--- src/sv/assert_macros.svh ---
// Assertion macros used by the RTL of the point mover.
`ifndef ASSERT_MACROS_SVH
`define ASSERT_MACROS_SVH
`ifndef SYNTHESIS
// Check that a property holds at every clock edge out of reset.
`define ASSERT_PROP(label, clk, rst_n, prop) \
	label: assert property (@(posedge clk) disable iff (!rst_n) (prop)) \
		else $error("%m: property failed");
// Check that an expression is never true out of reset.
`define ASSERT_NEVER(label, clk, rst_n, expr) \
	label: assert property (@(posedge clk) disable iff (!rst_n) !(expr)) \
		else $error("%m: forbidden condition seen");
`else
`define ASSERT_PROP(label, clk, rst_n, prop)
`define ASSERT_NEVER(label, clk, rst_n, expr)
`endif
`endif

--- src/sv/pmi_pkg.sv ---
// Shared types and constants of the point mover.
package pmi_pkg;

	localparam int COORD_BITS_DEF = 16;
	localparam int STEP_BITS      = 16;
	localparam int POS_BITS       = 16;
	localparam int CFG_DATA_BITS  = 16;
	localparam int CFG_INDEX_BITS = 3;

	typedef enum logic [CFG_INDEX_BITS-1:0] {
		REG_START_X    = 3'd0,
		REG_START_Y    = 3'd1,
		REG_TARGET_X   = 3'd2,
		REG_TARGET_Y   = 3'd3,
		REG_STEP_TOTAL = 3'd4,
		REG_RETURN     = 3'd5,
		REG_HOLD_MODE  = 3'd6
	} pmi_reg_t;

	typedef enum logic [1:0] {
		ST_IDLE,
		ST_WAIT_X,
		ST_WAIT_Y,
		ST_FINISH
	} pmi_state_t;

	typedef enum logic [1:0] {
		U_IDLE,
		U_MUL,
		U_DIV
	} pmi_unit_state_t;

endpackage

--- src/sv/pmi_if.sv ---
// Handshake channels of the point mover: tick in, result out, register writes.
interface pmi_tick_if;
	logic valid;
	logic ready;
	logic point_enabled;

	modport source (output valid, output point_enabled, input ready);
	modport sink (input valid, input point_enabled, output ready);
endinterface

interface pmi_result_if;
	logic                                 valid;
	logic                                 ready;
	logic signed [pmi_pkg::POS_BITS-1:0]  pos_x;
	logic signed [pmi_pkg::POS_BITS-1:0]  pos_y;
	logic                                 move_done;
	logic                                 keep_waiting;

	modport source (output valid, output pos_x, output pos_y, output move_done,
		output keep_waiting, input ready);
	modport sink (input valid, input pos_x, input pos_y, input move_done,
		input keep_waiting, output ready);
endinterface

interface pmi_cfg_if;
	logic                                 valid;
	logic                                 ready;
	logic [pmi_pkg::CFG_INDEX_BITS-1:0]   index;
	logic [pmi_pkg::CFG_DATA_BITS-1:0]    data;

	modport source (output valid, output index, output data, input ready);
	modport sink (input valid, input index, input data, output ready);
endinterface

--- src/sv/pmi_interp_unit.sv ---
// Shared interpolation unit: one multiply, then a restoring divide one bit a cycle.
module pmi_interp_unit #(
	parameter int COORD_BITS = pmi_pkg::COORD_BITS_DEF
) (
	input  logic                                 clk,
	input  logic                                 arst_n,
	input  logic                                 start,
	input  logic signed [COORD_BITS-1:0]         s,
	input  logic signed [COORD_BITS-1:0]         t,
	input  logic [pmi_pkg::STEP_BITS-1:0]        n,
	input  logic [pmi_pkg::STEP_BITS-1:0]        d,
	output logic                                 done,
	output logic signed [COORD_BITS-1:0]         result
);

	localparam int SB = pmi_pkg::STEP_BITS;
	localparam int DW = COORD_BITS + 1;   // span width
	localparam int QW = COORD_BITS + 1;   // quotient never exceeds the span
	localparam int PW = DW + SB;          // product width
	localparam int CW = $clog2(QW);

	pmi_pkg::pmi_unit_state_t state_q, state_d;

	logic signed [COORD_BITS-1:0] s_q;
	logic [SB-1:0]                n_q;
	logic [SB-1:0]                d_q;
	logic [DW-1:0]                mag_q;
	logic                         neg_q;
	logic [SB-1:0]                rem_q;
	logic [QW-1:0]                quo_q;
	logic [CW-1:0]                cnt_q;
	logic                         done_q;
	logic signed [COORD_BITS-1:0] res_q;

	logic signed [DW-1:0]         diff;
	logic [DW-1:0]                mag;
	logic [PW-1:0]                prod;
	logic [SB:0]                  trial;
	logic                         q_bit;
	logic [SB-1:0]                rem_nxt;
	logic [QW-1:0]                quo_nxt;
	logic signed [COORD_BITS-1:0] q_lo;
	logic signed [COORD_BITS-1:0] res_nxt;

	logic ld_op, ld_div, step_div, fin;

	assign diff = DW'(t) - DW'(s);
	assign mag  = diff[DW-1] ? -diff : diff;
	assign prod = PW'(mag_q) * PW'(n_q);

	// one restoring step: bring down the next dividend bit, try the subtract
	assign trial   = {rem_q, quo_q[QW-1]} - {1'b0, d_q};
	assign q_bit   = ~trial[SB];
	assign rem_nxt = q_bit ? trial[SB-1:0] : {rem_q[SB-2:0], quo_q[QW-1]};
	assign quo_nxt = {quo_q[QW-2:0], q_bit};
	assign q_lo    = $signed(quo_nxt[COORD_BITS-1:0]);
	assign res_nxt = neg_q ? (s_q - q_lo) : (s_q + q_lo);

	always_comb begin
		state_d = state_q;
		unique case (state_q)
			pmi_pkg::U_IDLE: begin
				if (start) begin
					state_d = pmi_pkg::U_MUL;
				end
			end
			pmi_pkg::U_MUL: begin
				state_d = pmi_pkg::U_DIV;
			end
			pmi_pkg::U_DIV: begin
				if (cnt_q == '0) begin
					state_d = pmi_pkg::U_IDLE;
				end
			end
			default: begin
				state_d = pmi_pkg::U_IDLE;
			end
		endcase
	end

	always_comb begin
		ld_op    = 1'b0;
		ld_div   = 1'b0;
		step_div = 1'b0;
		fin      = 1'b0;
		unique case (state_q)
			pmi_pkg::U_IDLE: ld_op  = start;
			pmi_pkg::U_MUL:  ld_div = 1'b1;
			pmi_pkg::U_DIV: begin
				step_div = 1'b1;
				fin      = (cnt_q == '0);
			end
			default: ;
		endcase
	end

	always_ff @(posedge clk or negedge arst_n) begin
		if (!arst_n) begin
			state_q <= pmi_pkg::U_IDLE;
			done_q  <= 1'b0;
		end else begin
			state_q <= state_d;
			done_q  <= fin;
		end
	end

	always_ff @(posedge clk) begin
		if (ld_op) begin
			s_q   <= s;
			n_q   <= n;
			d_q   <= d;
			mag_q <= mag;
			neg_q <= diff[DW-1];
		end
		if (ld_div) begin
			// high part is below the divisor since the step never passes the total
			rem_q <= prod[PW-1:QW];
			quo_q <= prod[QW-1:0];
			cnt_q <= CW'(QW - 1);
		end
		if (step_div) begin
			rem_q <= rem_nxt;
			quo_q <= quo_nxt;
			cnt_q <= cnt_q - 1'b1;
		end
		if (fin) begin
			res_q <= res_nxt;
		end
	end

	assign done   = done_q;
	assign result = res_q;

endmodule

--- src/sv/point_move_interpolator.sv ---
// Point mover top level: registers, tick sequencer and result register.
//
// Usage: write the seven registers through cfg (index 0..6: start x/y,
// target x/y, step total, return option, hold mode). Any write to 0..6 re-arms
// the move at the start point. Each word on tick is one frame tick with
// its enable bit; each tick yields exactly one word on result with the
// position after the tick, the done flag and the keep-waiting answer.
// A tick that moves the point runs two interpolations (x, then y) on one
// shared multiply and bit-serial divide unit. A tick that only jumps to
// the target, ends the return or does not move goes straight to the
// finishing step. tick.ready is high only while the sequencer is idle;
// once a result is loaded the sequencer returns to idle, so the next tick
// can be taken even if that result still waits in the output register.
// When the receiver stalls, the sequencer holds in its finishing step
// until the output register frees up. Reset clears the configuration and
// move registers to zero, empties the output register and places the
// point at the origin.
`include "assert_macros.svh"

module point_move_interpolator #(
	parameter int COORD_BITS = pmi_pkg::COORD_BITS_DEF
) (
	input  logic                clk,
	input  logic                arst_n,
	pmi_tick_if.sink            tick,
	pmi_result_if.source        result,
	pmi_cfg_if.sink             cfg
);

	localparam int SB = pmi_pkg::STEP_BITS;
	localparam int PB = pmi_pkg::POS_BITS;
	localparam int XW = (COORD_BITS > pmi_pkg::CFG_DATA_BITS) ? COORD_BITS
		: pmi_pkg::CFG_DATA_BITS;

	// configuration registers
	logic signed [COORD_BITS-1:0] start_x_q, start_y_q, target_x_q, target_y_q;
	logic [SB-1:0]                step_total_q;
	logic                         return_trip_q, hold_mode_q;

	// move state
	logic signed [COORD_BITS-1:0] cur_x_q, cur_y_q;
	logic [SB-1:0]                step_count_q;
	logic                         returning_q, finished_q, return_pending_q;

	// result register
	logic                         out_valid_q;
	logic signed [PB-1:0]         pos_x_q, pos_y_q;
	logic                         move_done_q, keep_waiting_q;

	pmi_pkg::pmi_state_t state_q, state_d;

	// next register values on a write
	logic [XW-1:0]                cfg_wide;
	logic signed [COORD_BITS-1:0] cfg_coord;
	pmi_pkg::pmi_reg_t            cfg_idx;
	logic                         cfg_known;
	logic signed [COORD_BITS-1:0] nx_start_x, nx_start_y, nx_target_x, nx_target_y;
	logic [SB-1:0]                nx_step_total;
	logic                         nx_return_trip, nx_hold_mode;

	logic tick_fire, cfg_fire, fin_fire, out_free;
	logic at_target, at_start, complete, active;
	logic br_jump, br_end, need_interp;
	logic [SB-1:0] step_nxt;

	logic                         tick_ready, cfg_ready;
	logic                         unit_start, unit_done;
	logic [SB-1:0]                unit_n;
	logic signed [COORD_BITS-1:0] unit_s, unit_t, unit_res;

	// keep only the low COORD_BITS of the zero-extended 16-bit word
	assign cfg_wide  = XW'(cfg.data);
	assign cfg_coord = $signed(cfg_wide[COORD_BITS-1:0]);
	assign cfg_idx   = pmi_pkg::pmi_reg_t'(cfg.index);

	always_comb begin
		nx_start_x     = start_x_q;
		nx_start_y     = start_y_q;
		nx_target_x    = target_x_q;
		nx_target_y    = target_y_q;
		nx_step_total  = step_total_q;
		nx_return_trip = return_trip_q;
		nx_hold_mode   = hold_mode_q;
		cfg_known      = 1'b1;
		unique case (cfg_idx)
			pmi_pkg::REG_START_X:    nx_start_x     = cfg_coord;
			pmi_pkg::REG_START_Y:    nx_start_y     = cfg_coord;
			pmi_pkg::REG_TARGET_X:   nx_target_x    = cfg_coord;
			pmi_pkg::REG_TARGET_Y:   nx_target_y    = cfg_coord;
			pmi_pkg::REG_STEP_TOTAL: nx_step_total  = cfg.data;
			pmi_pkg::REG_RETURN:     nx_return_trip = cfg.data[0];
			pmi_pkg::REG_HOLD_MODE:  nx_hold_mode   = cfg.data[0];
			default:                 cfg_known      = 1'b0;
		endcase
	end

	// completion test; the same test gates motion before the step
	assign at_target = (cur_x_q == target_x_q) && (cur_y_q == target_y_q);
	assign at_start  = (cur_x_q == start_x_q) && (cur_y_q == start_y_q);
	assign complete  = finished_q || (!return_pending_q && at_target)
		|| (return_pending_q && returning_q && at_start);

	assign active      = tick.point_enabled && !complete;
	assign br_jump     = !returning_q && (step_count_q >= step_total_q);
	assign br_end      = returning_q && (step_count_q <= SB'(1));
	assign need_interp = active && !br_jump && !br_end;
	assign step_nxt    = returning_q ? (step_count_q - 1'b1) : (step_count_q + 1'b1);

	assign out_free  = !out_valid_q || result.ready;
	assign tick_fire = tick.valid && tick_ready;
	assign cfg_fire  = cfg.valid && cfg_ready;

	always_comb begin
		state_d = state_q;
		unique case (state_q)
			pmi_pkg::ST_IDLE: begin
				if (tick_fire) begin
					state_d = need_interp ? pmi_pkg::ST_WAIT_X : pmi_pkg::ST_FINISH;
				end
			end
			pmi_pkg::ST_WAIT_X: begin
				if (unit_done) begin
					state_d = pmi_pkg::ST_WAIT_Y;
				end
			end
			pmi_pkg::ST_WAIT_Y: begin
				if (unit_done) begin
					state_d = pmi_pkg::ST_FINISH;
				end
			end
			pmi_pkg::ST_FINISH: begin
				if (out_free) begin
					state_d = pmi_pkg::ST_IDLE;
				end
			end
			default: begin
				state_d = pmi_pkg::ST_IDLE;
			end
		endcase
	end

	always_comb begin
		tick_ready = 1'b0;
		cfg_ready  = 1'b0;
		unit_start = 1'b0;
		fin_fire   = 1'b0;
		unit_n     = step_count_q;
		unit_s     = start_y_q;
		unit_t     = target_y_q;
		unique case (state_q)
			pmi_pkg::ST_IDLE: begin
				// a register write takes the cycle ahead of a tick
				cfg_ready  = 1'b1;
				tick_ready = !cfg.valid;
				unit_start = tick.valid && tick_ready && need_interp;
				unit_n     = step_nxt;
				unit_s     = start_x_q;
				unit_t     = target_x_q;
			end
			pmi_pkg::ST_WAIT_X: unit_start = unit_done;
			pmi_pkg::ST_WAIT_Y: ;
			pmi_pkg::ST_FINISH: fin_fire = out_free;
			default: ;
		endcase
	end

	pmi_interp_unit #(
		.COORD_BITS (COORD_BITS)
	) u_interp (
		.clk    (clk),
		.arst_n (arst_n),
		.start  (unit_start),
		.s      (unit_s),
		.t      (unit_t),
		.n      (unit_n),
		.d      (step_total_q),
		.done   (unit_done),
		.result (unit_res)
	);

	always_ff @(posedge clk or negedge arst_n) begin
		if (!arst_n) begin
			state_q          <= pmi_pkg::ST_IDLE;
			start_x_q        <= '0;
			start_y_q        <= '0;
			target_x_q       <= '0;
			target_y_q       <= '0;
			step_total_q     <= '0;
			return_trip_q    <= 1'b0;
			hold_mode_q      <= 1'b0;
			cur_x_q          <= '0;
			cur_y_q          <= '0;
			step_count_q     <= '0;
			returning_q      <= 1'b0;
			finished_q       <= 1'b0;
			return_pending_q <= 1'b0;
			out_valid_q      <= 1'b0;
		end else begin
			state_q <= state_d;
			if (cfg_fire) begin
				start_x_q     <= nx_start_x;
				start_y_q     <= nx_start_y;
				target_x_q    <= nx_target_x;
				target_y_q    <= nx_target_y;
				step_total_q  <= nx_step_total;
				return_trip_q <= nx_return_trip;
				hold_mode_q   <= nx_hold_mode;
				if (cfg_known) begin
					// re-arm at the (possibly new) start
					cur_x_q          <= nx_start_x;
					cur_y_q          <= nx_start_y;
					step_count_q     <= '0;
					returning_q      <= 1'b0;
					finished_q       <= 1'b0;
					return_pending_q <= nx_return_trip;
				end
			end else if (tick_fire && active) begin
				if (br_jump) begin
					// outbound count used up: land on the target, turn around
					cur_x_q     <= target_x_q;
					cur_y_q     <= target_y_q;
					returning_q <= 1'b1;
				end else if (br_end) begin
					// last return step: snap to the start and finish
					step_count_q <= '0;
					cur_x_q      <= start_x_q;
					cur_y_q      <= start_y_q;
					finished_q   <= 1'b1;
				end else begin
					step_count_q <= step_nxt;
				end
			end
			if (unit_done && state_q == pmi_pkg::ST_WAIT_X) begin
				cur_x_q <= unit_res;
			end
			if (unit_done && state_q == pmi_pkg::ST_WAIT_Y) begin
				cur_y_q <= unit_res;
			end
			if (fin_fire && complete) begin
				finished_q       <= 1'b1;
				returning_q      <= 1'b0;
				return_pending_q <= 1'b0;
			end
			if (fin_fire) begin
				out_valid_q <= 1'b1;
			end else if (result.ready) begin
				out_valid_q <= 1'b0;
			end
		end
	end

	// load the result word once the output register is free
	always_ff @(posedge clk) begin
		if (fin_fire) begin
			pos_x_q        <= PB'(cur_x_q);
			pos_y_q        <= PB'(cur_y_q);
			move_done_q    <= complete;
			keep_waiting_q <= !complete && hold_mode_q;
		end
	end

	assign tick.ready          = tick_ready;
	assign cfg.ready           = cfg_ready;
	assign result.valid        = out_valid_q;
	assign result.pos_x        = pos_x_q;
	assign result.pos_y        = pos_y_q;
	assign result.move_done    = move_done_q;
	assign result.keep_waiting = keep_waiting_q;

	`ASSERT_PROP(a_done_no_wait, clk, arst_n, result.valid && result.move_done |-> !result.keep_waiting)
	`ASSERT_PROP(a_step_bound, clk, arst_n, step_count_q <= step_total_q)
	`ASSERT_PROP(a_idle_flags, clk, arst_n, finished_q && state_q == pmi_pkg::ST_IDLE |-> !returning_q && !return_pending_q)
	`ASSERT_NEVER(a_unit_seq, clk, arst_n, unit_done && (state_q == pmi_pkg::ST_IDLE || state_q == pmi_pkg::ST_FINISH))
	`ASSERT_PROP(a_tick_leaves_idle, clk, arst_n, tick.valid && tick.ready |=> state_q != pmi_pkg::ST_IDLE)

endmodule
--- src/flat_wrapper.sv ---
// flat-port wrapper written by rule: the top's interface ports become plain ports
module point_move_interpolator_flat 
#(
	parameter int COORD_BITS = pmi_pkg::COORD_BITS_DEF
)
  (clk, arst_n, tick_valid, tick_point_enabled, tick_ready, result_valid, result_pos_x, result_pos_y, result_move_done, result_keep_waiting, result_ready, cfg_valid, cfg_index, cfg_data, cfg_ready);
  pmi_tick_if tick_i ();
  pmi_result_if result_i ();
  pmi_cfg_if cfg_i ();
  input  logic clk;
  input  logic arst_n;
  input wire logic [$bits(tick_i.valid)-1:0] tick_valid;
  input wire logic [$bits(tick_i.point_enabled)-1:0] tick_point_enabled;
  output wire logic [$bits(tick_i.ready)-1:0] tick_ready;
  output wire logic [$bits(result_i.valid)-1:0] result_valid;
  output wire logic [$bits(result_i.pos_x)-1:0] result_pos_x;
  output wire logic [$bits(result_i.pos_y)-1:0] result_pos_y;
  output wire logic [$bits(result_i.move_done)-1:0] result_move_done;
  output wire logic [$bits(result_i.keep_waiting)-1:0] result_keep_waiting;
  input wire logic [$bits(result_i.ready)-1:0] result_ready;
  input wire logic [$bits(cfg_i.valid)-1:0] cfg_valid;
  input wire logic [$bits(cfg_i.index)-1:0] cfg_index;
  input wire logic [$bits(cfg_i.data)-1:0] cfg_data;
  output wire logic [$bits(cfg_i.ready)-1:0] cfg_ready;
  assign tick_i.valid = tick_valid;
  assign tick_i.point_enabled = tick_point_enabled;
  assign tick_ready = tick_i.ready;
  assign result_valid = result_i.valid;
  assign result_pos_x = result_i.pos_x;
  assign result_pos_y = result_i.pos_y;
  assign result_move_done = result_i.move_done;
  assign result_keep_waiting = result_i.keep_waiting;
  assign result_i.ready = result_ready;
  assign cfg_i.valid = cfg_valid;
  assign cfg_i.index = cfg_index;
  assign cfg_i.data = cfg_data;
  assign cfg_ready = cfg_i.ready;
  point_move_interpolator #(.COORD_BITS(COORD_BITS)) u_core (.clk(clk), .arst_n(arst_n), .tick(tick_i), .result(result_i), .cfg(cfg_i));
endmodule
--- config.mk ---
export PLATFORM = sky130hd
export DESIGN_NAME = point_move_interpolator_flat
export DESIGN_NICKNAME = d
export VERILOG_FILES = /design/src/sv/pmi_pkg.sv /design/src/sv/pmi_if.sv /design/src/sv/pmi_interp_unit.sv /design/src/sv/point_move_interpolator.sv /design/src/flat_wrapper.sv
export VERILOG_INCLUDE_DIRS = /design/src /design/src/sv
export SDC_FILE = /design/constraint.sdc
export NUM_CORES = 1
export LEC_CHECK = 0
export ABC_AREA = 1
export BUFFER_PORTS_ARGS = -buffer_cell sky130_fd_sc_hd__buf_2
export CAP_MARGIN = 20
export CORE_UTILIZATION = 45
export DETAILED_ROUTE_END_ITERATION = 8
export PLACE_DENSITY_LB_ADDON = 0.12
export REMOVE_ABC_BUFFERS = 1
export SLEW_MARGIN = 20
export SYNTH_ARGS = -nofsm -noshare
export SYNTH_HDL_FRONTEND = slang
export SYNTH_SLANG_ARGS = --single-unit
--- constraint.sdc ---
create_clock -name clk -period 6 [get_ports clk]
set_input_delay 0.3 -clock clk [delete_from_list [all_inputs] [get_ports clk]]
set_output_delay 0.3 -clock clk [all_outputs]
set_load 0.01 [all_outputs]
# Yosys cells after proc, flatten, opt, wreduce, memory -nomap -nowiden
# Cells that the tools add are included.
# word_totals
reg_bits	293
latch_bits	0
ramBits	0
rom_bits	0
elab_cells	194
n_memories	0
# classes
add_sub_neg	8
mul	1
div_mod_pow	0
n_lt_le_gt_ge	2
eq_ne	27
shifts	0
mux	66
bitwise_logic	1
n_reduce_logical	58
# ops
cell	n
$mux W16	28
$eq A16 B16 Y1	4
$mux W17	2
$mul A17 B16 Y33	1
$mux W1	24
$logic_and A1 B1 Y1	19
$neg A17 Y17	1
$sub A16 B16 Y17	1
$sub A17 B16 Y17	1
$add A16 B1 Y16 const B	1
$add A16 B16 Y16	1
$ge A16 B16 Y1	1
$le A16 B1 Y1 const B	1
$sub A16 B1 Y16 const B	1
$sub A16 B16 Y16	1
$reduce_bool A3 Y1	5
$mux W2	7
$ne A3 B2 Y1 const B	4
$reduce_and A2 Y1	6
$reduce_and A3 Y1	4
$mux W5	2
$reduce_bool A2 Y1	5
$eq A3 B3 Y1 const B	3
$ne A2 B1 Y1 const B	4
other kinds (18)	36

# Logic depth before layout (Yosys ltp)
# logic_depth
ltp_word	13
ltp_mapped	30
mapped_depth_nobuf	30

# Modules after synthesis
# A second synthesis with hierarchy kept.
# hier_totals
hier_cells	3633
hier_area_um2	27506.4
# modules_own_cells
mod	instances	cells_per_inst	area_each_um2
pmi_interp_unit	1	2209	17325.4
point_move_interpolator	1	1424	10181.0

# Worst setup path after synthesis
# OpenSTA, ideal clock, no wires.
# synth_path
kind	reg2reg
from	reg u_core.u_interp.n_q[1]
to	reg u_core.u_interp.rem_q[10], data pin
t_arrival_ns	5.442
slack_ns	0.302
path_stages_with_launch	23
path_cell_list	edfxtp_1 > clkbuf_1 > clkbuf_1 > nand2_1 > fa_1 > fa_1 > fa_1 > inv_1 > fa_1 > fa_1 > inv_1 > fa_1 > inv_1 > ha_1 > a21oi_1 > nor2_1 > nor2_1 > o21ai_0 > a21oi_1 > o21ai_0 > xor2_1 > nand2_1 > nand2_1
# synth_via
elab_chain_cells	3
# synth_rtl
item	line	source
from (decl)	pmi_interp_unit.sv:25	logic [SB-1:0] n_q;
from (signal assigned)	pmi_interp_unit.sv:110	n_q <= n;
$mul A17 B16 Y33	pmi_interp_unit.sv:49	assign prod = PW'(mag_q) * PW'(n_q);
$mux W16	pmi_interp_unit.sv:115	if (ld_div) begin
$mux W16	pmi_interp_unit.sv:121	if (step_div) begin
to (signal assigned)	pmi_interp_unit.sv:117	rem_q <= prod[PW-1:QW];
to (signal assigned)	pmi_interp_unit.sv:122	rem_q <= rem_nxt;
to (decl)	pmi_interp_unit.sv:29	logic [SB-1:0] rem_q;
# No other way between the ends. The select of a mux whose other input is x is not followed.
# A chain may end at the register's enable or synchronous reset.

# Worst setup path after layout
# layout_path
from	reg u_core.u_interp.mag_q[9]
to	reg u_core.u_interp.rem_q[1], data pin
# layout_via
elab_chain_cells	3
# layout_rtl
item	line	source
from (decl)	pmi_interp_unit.sv:27	logic [DW-1:0] mag_q;
from (signal assigned)	pmi_interp_unit.sv:112	mag_q <= mag;
$mul A17 B16 Y33	pmi_interp_unit.sv:49	
$mux W16	pmi_interp_unit.sv:115	
$mux W16	pmi_interp_unit.sv:121	
# No other way between the ends. The select of a mux whose other input is x is not followed.

==> flow_metrics.env <==
export IMPL_status="completed"
export IMPL_dieArea_sq_mm=0.06028
export IMPL_overflow=0
export IMPL_final_common_cell="nand2_1"
export IMPL_ys_seq_elements=293
export IMPL_crit_path_start="u_core.u_interp.mag_q[9]"
export IMPL_wl_met2_microns=39490
export IMPL_grt_pass1_vias=22601
export IMPL_synth_cell_type_count=60
export IMPL_slew_headroom=0.4014
export IMPL_min_period_ps=5837
export IMPL_drc=0
export IMPL_initial_utilization=0.4590
export IMPL_place_ws_ps=-135.2
export IMPL_io_buffers=61
export IMPL_drtAntennaViolNets=0
export IMPL_wl_met1_microns=33690
export IMPL_grt_pass1_wl_microns=125400
export IMPL_fmax_mhz=171.3
export IMPL_finalSetupViolations=0
export IMPL_syn_to_final_growth_pct=12.14
export IMPL_syn_inst=3366
export IMPL_clk_path_buf_depth=3
export IMPL_io_pins=62
export IMPL_crit_fanout=6
export IMPL_clk_latency_ps=550
export IMPL_synth_warnings=0
export IMPL_cts_htree_levels=2
export IMPL_synth_edff_count=154
export IMPL_hold_violations=0
export IMPL_async_reset_ff_frac=0.4744
export IMPL_maxCapViolCount=0
export IMPL_firstDrtPassIters=5
export IMPL_antenna_found_initial=0
export IMPL_clkTransAtPathRegs_ps=60
export IMPL_whs_ps=69.08
export IMPL_grt_max_degree=87
export IMPL_diodes=0
export IMPL_clock_tree_root_cell="clkbuf_16"
export IMPL_crit_chain="buf_4 -> nand2_1 -> inv_1 -> fa_1 -> inv_1 -> fa_1 -> fa_1 -> inv_1 -> fa_1 -> fa_1 -> inv_1 -> fa_1 -> inv_1 -> ha_2 -> a21oi_2 -> o21a_1 -> nand2_4 -> inv_1 -> o21ai_0 -> or2_2 -> a31o_2"
export IMPL_cts_buffers=37
export IMPL_cts_tree="built"
export IMPL_place_gp_congestion=0.9301
export IMPL_crit_path_end_kind="flip-flop"
export IMPL_grt_util_all_layers=0.2684
export IMPL_die_x_microns=245.5
export IMPL_syn_area_per_cell_sq_um=7.928
export IMPL_dp_cells=4140
export IMPL_design_area_sq_mm=0.02993
export IMPL_die_h_microns=245.5
export IMPL_placed_cell_area_sq_mm=0.02814
export IMPL_vias=22252
export IMPL_mostFrequentLayoutCells="nand2_1, inv_1, o21ai_0"
export IMPL_worst_setup_path_start_kind="flip-flop"
export IMPL_r2r_start="u_core.u_interp.mag_q[9]"
export IMPL_maxSlewViolCount=0
export IMPL_worst_pin_slew_ps=896.9
export IMPL_met3_length_microns=3391
export IMPL_synth_area_sq_mm=0.02669
export IMPL_wl_per_cell_microns=18.55
export IMPL_ff2ff_setup_slack_ps=160
export IMPL_synth_flop_cell="edfxtp_1"
export IMPL_maxUsedRoutingLayer="met4"
export IMPL_fin_worst_skew_ps=21.07
export IMPL_ys_seq_area_frac=0.3036
export IMPL_holdCritPathClass="in -> reg"
export IMPL_rsz0062_at_grt="true"
export IMPL_dp_hpwl_microns=61260
export IMPL_path_class="reg -> reg"
export IMPL_nNetsFinal=3874
export IMPL_arrival_ps=6130
export IMPL_hold_start="result_ready"
export IMPL_cp_required_ps=6300
export IMPL_stdcell_count=4250
export IMPL_crit_slowest_cell="fa_1"
export IMPL_drive_above_1_share=0.1030
export IMPL_vias_per_cell=5.236
export IMPL_crit_path_max_incr_delay_ps=540
export IMPL_fin_ws_ps=163.3
export IMPL_wl_microns=78840
export IMPL_period_share=0.9728
export IMPL_fillCellCount=5558
export IMPL_first_iter_violations=1456
export IMPL_core_area_sq_mm=0.05814
export IMPL_cts_num_sinks=293
export IMPL_placementRows=88
-- through the flow --
step,util,setup TNS (ps)
after floorplan,-,-72000
after global placement,0.4840,-93.94
after detailed placement,0.4840,-320.3
after CTS,0.5084,0
after global routing,0.5148,-51.06
final,0.5148,0
-- layout make-up --
| type | count | area [sq um] | area share |
|---|---|---|---|
| clock inverter | 16 | 165.2 | 0.005519 |
| sequential | 293 | 8103 | 0.2708 |
| clock buffer | 51 | 1030 | 0.03441 |
| timing repair buffer | 191 | 1396 | 0.04666 |
| multi-input combinational | 2259 | 15740 | 0.5260 |
| inverter | 675 | 2534 | 0.08466 |
| tap | 765 | 957.2 | 0.03198 |
-- repair_timing --
item                                    4_1_cts  5_1_grt
pin swaps                                     0        9
resized for setup                             2       67
hold buffers                                  1        0
endpoints found under the setup margin        6       21
endpoints found under the hold margin        85        0
setup buffers                                26       16
-- cell families (layout without fill, tap and decap cells) --
family	after synthesis	count (layout)	synth area share
compound gates	537	537	0.1086
flops	293	293	0.3036
xor+xnor	110	110	0.03821
simple gates	1220	1220	0.1900
buf+inv	814	933	0.1164
fa+ha+maj	392	392	0.2431
-- state kept, by name, indices dropped and copies added (netlist names), 2 cells and up --
name / count
u_core.u_interp.result: 16
u_core.result.pos_y: 16
u_core.target_x_q: 16
u_core.u_interp.s_q: 16
u_core.target_y_q: 16
u_core.u_interp.rem_q: 16
u_core.cur_x_q: 16
u_core.u_interp.d_q: 16
u_core.start_y_q: 16
u_core.start_x_q: 16
u_core.u_interp.state_q: 2
u_core.state_q: 2
u_core.u_interp.n_q: 16
u_core.u_interp.quo_q: 17
u_core.result.pos_x: 16
u_core.u_interp.cnt_q: 5
u_core.step_count_q: 16
u_core.step_total_q: 16
u_core.u_interp.mag_q: 17
u_core.cur_y_q: 16
-- critical path: cells and delay by family, from the launching register on --
kind | cells | cell delay, ps
and+or+nand+nor | 3 | 450
adders and majority gates | 7 | 3420
buffers and inverters | 7 | 510
DFF | 1 | 420
AOI/OAI and AO/OA | 4 | 780
-- worst paths after layout --
kind | to | cells past startpoint
worst max-delay path | u_core.u_interp.rem_q[1] | 21
worst min-delay path | u_core.result.valid | 4
worst max register to register | u_core.u_interp.rem_q[1] | 21
worst min register to register | u_core.finished_q | 2
max in group asynchronous | u_core.start_x_q[12] | 3
min in group asynchronous | u_core.finished_q | 2
-- metal layers --
| metal | vias to the layer above | GRT usage |
|---|---|---|
| met4 | 0 | 0.07874 |
| met3 | 127 | 0.02597 |
| li1 | 10759 | - |
| met1 | 10798 | 0.3476 |
| met2 | 568 | 0.4729 |
| met5 | - | 0 |
-- synthesized netlist by cell type (all sizes together) (2+ instances only) --
cell / instances / area, sq um
o2111ai: 2 / 23.77
o21a: 5 / 37.54
xnor2: 40 / 365.4
a211oi: 3 / 22.52
a31oi: 7 / 43.79
xor2: 70 / 654.4
nor3: 22 / 125.1
nor2: 164 / 645.6
nand2: 831 / 3164
or2: 10 / 62.56
a221oi: 2 / 17.52
ha: 181 / 2265
nand3: 152 / 803.3
a21oi: 148 / 752.0
inv: 674 / 2530
o22ai: 25 / 156.4
a21boi: 4 / 30.03
o21ai: 312 / 1588
nor4: 4 / 25.02
o31ai: 6 / 45.04
dfrtp: 139 / 3478
edfxtp: 154 / 4624
nand3b: 5 / 37.54
clkbuf: 118 / 442.9
o211ai: 8 / 60.06
fa: 211 / 4224
buf: 21 / 128.9
nand4: 30 / 193.9
o21bai: 4 / 30.03
a21o: 4 / 30.03
o221ai: 2 / 17.52
Power is not shown: default switching activity piles up to over one toggle a cycle in this logic, so the estimate is an artifact.
